===== src/rtl/cll_pkg.sv =====
// Shared constants, codes and types of the cursor linked list engine.
package cll_pkg;

    localparam int CAPACITY  = 256;
    localparam int SLOT_BITS = $clog2(CAPACITY);
    localparam int CNT_BITS  = SLOT_BITS + 1;
    localparam int DATA_BITS = 32;

    typedef logic [SLOT_BITS-1:0] t_slot;
    typedef logic [CNT_BITS-1:0]  t_cnt;
    typedef logic [DATA_BITS-1:0] t_data;

    typedef enum logic [3:0] {
        CMD_RESET_CURSOR = 4'd0,
        CMD_READ         = 4'd1,
        CMD_FORWARD      = 4'd2,
        CMD_BACKWARD     = 4'd3,
        CMD_INS_BEFORE   = 4'd4,
        CMD_INS_AFTER    = 4'd5,
        CMD_DELETE       = 4'd6,
        CMD_FIND         = 4'd7,
        CMD_CLEAR        = 4'd8
    } t_cmd;

    typedef enum logic [2:0] {
        STS_OK        = 3'd0,
        STS_EMPTY     = 3'd1,
        STS_FULL      = 3'd2,
        STS_NULL      = 3'd3,
        STS_NOT_FOUND = 3'd4
    } t_status;

    typedef enum logic [2:0] {
        ST_IDLE,
        ST_EXEC,
        ST_RDWAIT,
        ST_LINK,
        ST_LINK2,
        ST_FRD,
        ST_FCMP,
        ST_RESP
    } t_state;

    typedef struct packed {
        logic  en;
        t_slot addr;
        t_slot data;
    } t_link_wr;

    typedef struct packed {
        logic  en;
        t_slot addr;
        t_data data;
    } t_data_wr;

    typedef struct packed {
        logic  pop;
        logic  push;
        logic  clear;
        t_slot slot;
    } t_free_op;

endpackage


===== src/rtl/cll_free.sv =====
// Free slot stack with a watermark that stands in for its reset contents.
module cll_free (
    input  logic              i_clk,
    input  logic              i_rst_n,
    input  cll_pkg::t_free_op i_op,
    output cll_pkg::t_slot    o_slot,
    output cll_pkg::t_cnt     o_count
);
    import cll_pkg::*;

    t_slot r_mem [CAPACITY];
    t_cnt  r_count;
    t_cnt  r_mark;
    t_slot r_mem_q;
    t_slot r_fresh_val;
    logic  r_fresh;
    t_cnt  w_top;

    // Entries below the watermark have not been written since the last clear.
    assign w_top = r_count - t_cnt'(1);

    always_ff @(posedge i_clk) begin
        if (!i_rst_n) begin
            r_count <= t_cnt'(CAPACITY);
            r_mark  <= t_cnt'(CAPACITY);
        end else if (i_op.clear) begin
            r_count <= t_cnt'(CAPACITY);
            r_mark  <= t_cnt'(CAPACITY);
        end else if (i_op.pop) begin
            r_count <= w_top;
        end else if (i_op.push && r_count < t_cnt'(CAPACITY)) begin
            r_count <= r_count + t_cnt'(1);
            if (r_count < r_mark) begin
                r_mark <= r_count;
            end
        end
    end

    always_ff @(posedge i_clk) begin
        if (i_op.push && r_count < t_cnt'(CAPACITY)) begin
            r_mem[r_count[SLOT_BITS-1:0]] <= i_op.slot;
        end
        r_mem_q     <= r_mem[w_top[SLOT_BITS-1:0]];
        r_fresh     <= w_top < r_mark;
        r_fresh_val <= t_slot'(CAPACITY - 1) - w_top[SLOT_BITS-1:0];
    end

    assign o_slot  = r_fresh ? r_fresh_val : r_mem_q;
    assign o_count = r_count;

endmodule


===== config.mk =====
export PLATFORM = sky130hd
export DESIGN_NAME = cll_free
export DESIGN_NICKNAME = d
export VERILOG_FILES = /design/src/rtl/cll_pkg.sv /design/src/rtl/cll_free.sv
export SDC_FILE = /design/constraint.sdc
export NUM_CORES = 2
export LEC_CHECK = 0
export ABC_AREA = 1
export BUFFER_PORTS_ARGS = -buffer_cell sky130_fd_sc_hd__buf_2
export CAP_MARGIN = 5
export CORE_ASPECT_RATIO = 2
export CORE_UTILIZATION = 35
export DETAILED_ROUTE_END_ITERATION = 10
export HOLD_SLACK_MARGIN = 0.1
export MAX_ROUTING_LAYER = met4
export PLACE_DENSITY = 0.49
export RECOVER_POWER = 50
export SLEW_MARGIN = 20
export SYNTH_ARGS = -nofsm -noshare
export SYNTH_HDL_FRONTEND = slang
export SYNTH_SLANG_ARGS = --single-unit
export TNS_END_PERCENT = 1

===== constraint.sdc =====
create_clock -name i_clk -period 4.2 [get_ports i_clk]
set_clock_uncertainty 0.2 [all_clocks]
set_input_delay 0.63 -clock i_clk [delete_from_list [all_inputs] [get_ports i_clk]]
set_output_delay 0.63 -clock i_clk [all_outputs]
set_load 0.03 [all_outputs]

# After elaboration in Yosys (flattened, before gate mapping)
# Memory sizes are Yosys's and may differ from the RTL's. A register that Yosys moved wholly into a read port is not among the register bits.
# Cells that the tools add are included.
# word_totals
register_bits,27
latch_bits,0
ramBits,2048
mem_bits_ro,0
out_inout_bits,17
mem_count,1
# op_classes
n_addsub,3
mul,0
div,0
n_lt_le_gt_ge,3
n_eq_ne,0
n_shift,0
muxes,5
bitwise_logic,2
reduce_logical,4
# memory_table
memory,depth,word_bits,read_ports,rd_ports_with_merged_regs,write_ports,line_no,source
r_mem,256,8,1,1,1,cll_free.sv:11,t_slot r_mem [CAPACITY];
# op_table
cell,n
less-than comparator 9 bit,2
two-way mux 9 bit,2
adder 9 x 1 -> 9 bit (second input constant),1
less-than comparator 9 bit (second input constant),1
subtractor 9 x 1 -> 9 bit (second input constant),1
two-way mux 8 bit,1
subtractor 8 bit (first input constant),1
AND reduction 3 bit,1
two-way mux 1 bit,2
inverter 1 bit,2
nonzero test 2 bit,1
OR reduction 2 bit,1
logical AND 1 bit,1

# Longest topological paths before layout
# depth
ltp_word,4
depth_mapped,20
ltp_nobuf,14

# Worst setup path before layout
# OpenSTA, ideal clock, no wires.
# synth_timing
path_type,register to register
from,register r_count[0] (netlist: o_count[0])
to,register r_fresh
setup_time_ns,0.136
arrival_time_ns,3.079
t_required_ns,3.864
slack_ns,0.785
path_stages_with_launch,17
n_path_buf,5
path_cell_list,dfxtp_1 -> buf_2 -> inv_2 -> buf_4 -> buf_2 -> buf_2 -> ha_1 -> nand2_2 -> inv_1 -> nand2_2 -> xor2_4 -> inv_2 -> buf_2 -> ha_1 -> nand2_1 -> nor4_1 -> a221oi_1
# synth_between
elab_chain_len,2
# synth_lines
item,line_no,source
"start, declared",cll_free.sv:12,t_cnt r_count;
"start signal, assigned",cll_free.sv:24,r_count <= t_cnt'(CAPACITY);
"start signal, assigned",cll_free.sv:27,r_count <= t_cnt'(CAPACITY);
"start signal, assigned",cll_free.sv:30,r_count <= w_top;
subtractor 9 x 1 -> 9 bit,cll_free.sv:20,assign w_top = r_count - t_cnt'(1);
less-than comparator 9 bit,cll_free.sv:44,r_fresh <= w_top < r_mark;
"end signal, assigned",cll_free.sv:44,
"end, declared",cll_free.sv:16,logic r_fresh;
# Every way passes these cells.
# A chain may end at the register's enable or synchronous reset.

# Final worst setup path
# layout_timing
from,register r_count[0] (netlist: o_count[0])
to,"memory r_mem[71][3] (netlist name), enable pin"
# layout_between
elab_chain_len,4
# layout_lines
item,line_no,source
less-than comparator 9 bit,cll_free.sv:40,if (i_op.push && r_count < t_cnt'(CAPACITY)) begin
logical AND 1 bit,cll_free.sv:40,
two-way mux 1 bit,cll_free.sv:40,
two-way mux 1 bit (not written as such),cll_free.sv:41,r_mem[r_count[SLOT_BITS-1:0]] <= i_op.slot;
"end, declared",cll_free.sv:11,
# Several ways; a longest one is shown, not always the timed one.

==> reports/qor.csv <==
metric,value,unit
initial antenna violation count,6,
Sink Count,2083,
post-route design area,94300,um^2
Worst VDD drop,369,uV
headroom to the max-slew limit,-140,%
final setup violation count,0,
core area,241000,um^2
syn_area_per_cell,11.8,um^2
Netlist cell types,28,
pre-CTS WS,0.284,ns
worst hold path class,register to register,
synthesized flop and latch total,2083,
Max Freq,249,MHz
Port Buffers,29,
violated checks,"capacitance limit, slew limit",
vias in the first global route,53900,
clock buffer count from CTS,185,
first drt pass iteration count,5,
share of cells above drive strength 1,6.43,%
HPWL after DPL,167000,um
DRC Markers,0,
CP endpoint kind,register,
"Seq/Total Area, Yosys",73.5,%
Post-Syn Nets,7218,
crit path launch type,register,
power share of the clock group,37.9,%
minimum clock period,4.02,ns
internal power,33.2,mW
Placed Area,88800,um^2
power per cell area,475,nW/um^2
Final Max Slew Viols,827,
critical setup path kind,register to register,
slowest CP cell,clkbuf_1,
Net Sw Power,11.5,mW
setup_tns,0,ns
crit path buf inv count,2,
WP depth,6,
gpl congestion,0.891,
Final #Nets,7121,
Clock transition at path regs,0.07,ns
"Top cell by count, worst path",nor2_1,
Die W,350,um
GRT Overall Usage,22.5,%
Die Area,244000,um^2
row cnt,255,
Root Driver,clkbuf_16,
PnR Total Power,44.7,mW
crit-path leading delay family,buffers and inverters,
Comb power frac,10.8,%
CP peak stage delay,1.65,ns
Mapped Area,84700,um^2
WL final,272000,um
Worst Path Arrival,4.22,ns
Iter 0 DRT Violations,4820,
switching portion of total power,25.7,%
GRT overflow,0,
run status,"complete, but fails checks",
RSZ-0062 raised after global routing,false,
"Hold Vio Cnt, Final",0,
starting density of the core,35.1,%
TritonCTS clock tree,done,
first-pass GRT wire length,388000,um
worst r2r path cells,6,
Worst-Margin Slew,3.61,ns
vias per cell,5.26,
Final period util,95.7,%
max-cap violations,14,
clock latency at the later pin of the worst-skew pair,0.86,ns
wire length per cell,26.0,um
Ports,30,
Clock Path Buffers,4,
"Core Util, Final",39.1,%
Seq pwr share,51.3,%
CP required,4.40,ns
CP max FO,13,
hold depth,2,
Die Height,698,um
via count,55000,
setup ws final,0.179,ns
worst path cell trace,"ha_1, inv_1, nor2_1, nand2_1, clkbuf_1, nor2_1",
Routed Antenna Nets,0,
Gate Count Post-Synth,7185,
CTS H-tree depth,4,
pin count of the biggest net entering global routing,196,
Syn-to-layout area delta,11.3,%
yosys warns,0,
LEAKAGE,32.0,nW
## metrics by stage
step,hold WS [ns],std cells
floorplan,0.257,7185
global placement,0.304,10100
detailed placement,0.311,10100
CTS,0.132,10400
global route,0.351,10400
finish,0.331,10400
## cells in the mapped netlist
| cell | instances | share of area [%] |
|---|---|---|
| nor3_1 | 1 | 0.0059 |
| nor2_1 | 293 | 1.3 |
| clkbuf_1 | 172 | 0.76 |
| xor2_4 | 1 | 0.033 |
| dfxtp_1 | 35 | 0.83 |
| xor2_2 | 1 | 0.019 |
| buf_1 | 25 | 0.11 |
| nor3_2 | 2 | 0.024 |
| mux2_2 | 8 | 0.11 |
| a21oi_1 | 24 | 0.14 |
| xor2_1 | 1 | 0.010 |
| buf_2 | 280 | 1.7 |
| o21a_1 | 1 | 0.0089 |
| buf_4 | 7 | 0.062 |
| nand2_2 | 4 | 0.030 |
| nand3_1 | 2025 | 12 |
| inv_2 | 7 | 0.031 |
| inv_1 | 49 | 0.22 |
| nand2_1 | 2146 | 9.5 |
| a311oi_1 | 2 | 0.021 |
| a211oi_1 | 3 | 0.027 |
| o21ai_1 | 1 | 0.0059 |
| nor4_1 | 3 | 0.022 |
| o21ai_0 | 22 | 0.13 |
| edfxtp_1 | 2048 | 73 |
| a221oi_1 | 1 | 0.010 |
| ha_1 | 20 | 0.30 |
| clkinv_1 | 3 | 0.013 |
## per-layer routing
| metal | wire length (um) | track usage [%] |
|---|---|---|
| met3 | 10700 | 1.82 |
| met1 | 98700 | 24.5 |
| met5 | 0 | - |
| met2 | 147000 | 41.1 |
| met4 | 14900 | 10.8 |
## worst min-delay path, delay by kind of cell, from the launching register on
family	cells	cell delay, ns
DFF	1	0.31
AOI/OAI and AO/OA	2	0.17
## layout make-up
type | count | area (um^2)
Antenna cell | 4 | 10.0
Multi-Input combinational cell | 4559 | 20100
Tap cell | 3212 | 4020
Sequential cell | 2083 | 62200
Clock inverter | 97 | 892
Clock buffer | 230 | 4910
Inverter | 59 | 244
Fill cell | 23000 | 147000
Timing Repair Buffer | 200 | 1850
## placed cells by master, fill, tap and decap left out, types with 25 or more instances in the layout
cell	count
buf_12	44
buf_4	74
clkbuf_1	65
clkbuf_16	188
clkbuf_2	25
clkinv_1	33
clkinv_2	37
dfxtp_1	34
edfxtp_1	2048
inv_1	50
nand2_1	2132
nand3_1	2025
nor2_1	289
## sequential cells by signal, summed over array words and instances, names as in the netlist
name	count
r_mem	2048
r_mem_q	8
r_fresh_val	8
o_count	9
r_fresh	1
r_mark	9
## power by group through the flow
stage                     Sequential, mW  Clock (mW)  Combinational [mW]
after global routing                22.9        17.9                5.11
after floorplan                     23.3           0                2.49
after CTS                           22.9        17.3                4.92
after detailed placement            23.4           0                4.91
final                               22.9        17.0                4.82
after global placement              23.4           0                4.93
## cell families after synthesis
family	share of synthesized area, %
AND/OR/NAND/NOR	22.9
flip-flops	73.5
buffers and inverters	2.85
AO/OA/AOI/OAI	0.344
adder cells (fa/ha/maj)	0.296
multiplexers	0.106
XOR/XNOR	0.0621
## what timing repair did
item / 4_1_cts / 5_1_grt
hold endpoints to repair: 112 / 0
buffers inserted: 0 / 0
gates resized for setup: 0 / 0
hold buffers: 7 / 0
## final timing paths
kind | slack [ns] | end | from
max | 0.18 | r_mem[71][3] | o_count[0]
min | 0.33 | r_mark[7] | r_mark[7]
max reg2reg | 0.18 | r_mem[71][3] | o_count[0]
min reg2reg | 0.33 | r_mark[7] | r_mark[7]
No activity file was read; power rests on OpenSTA's default activity.
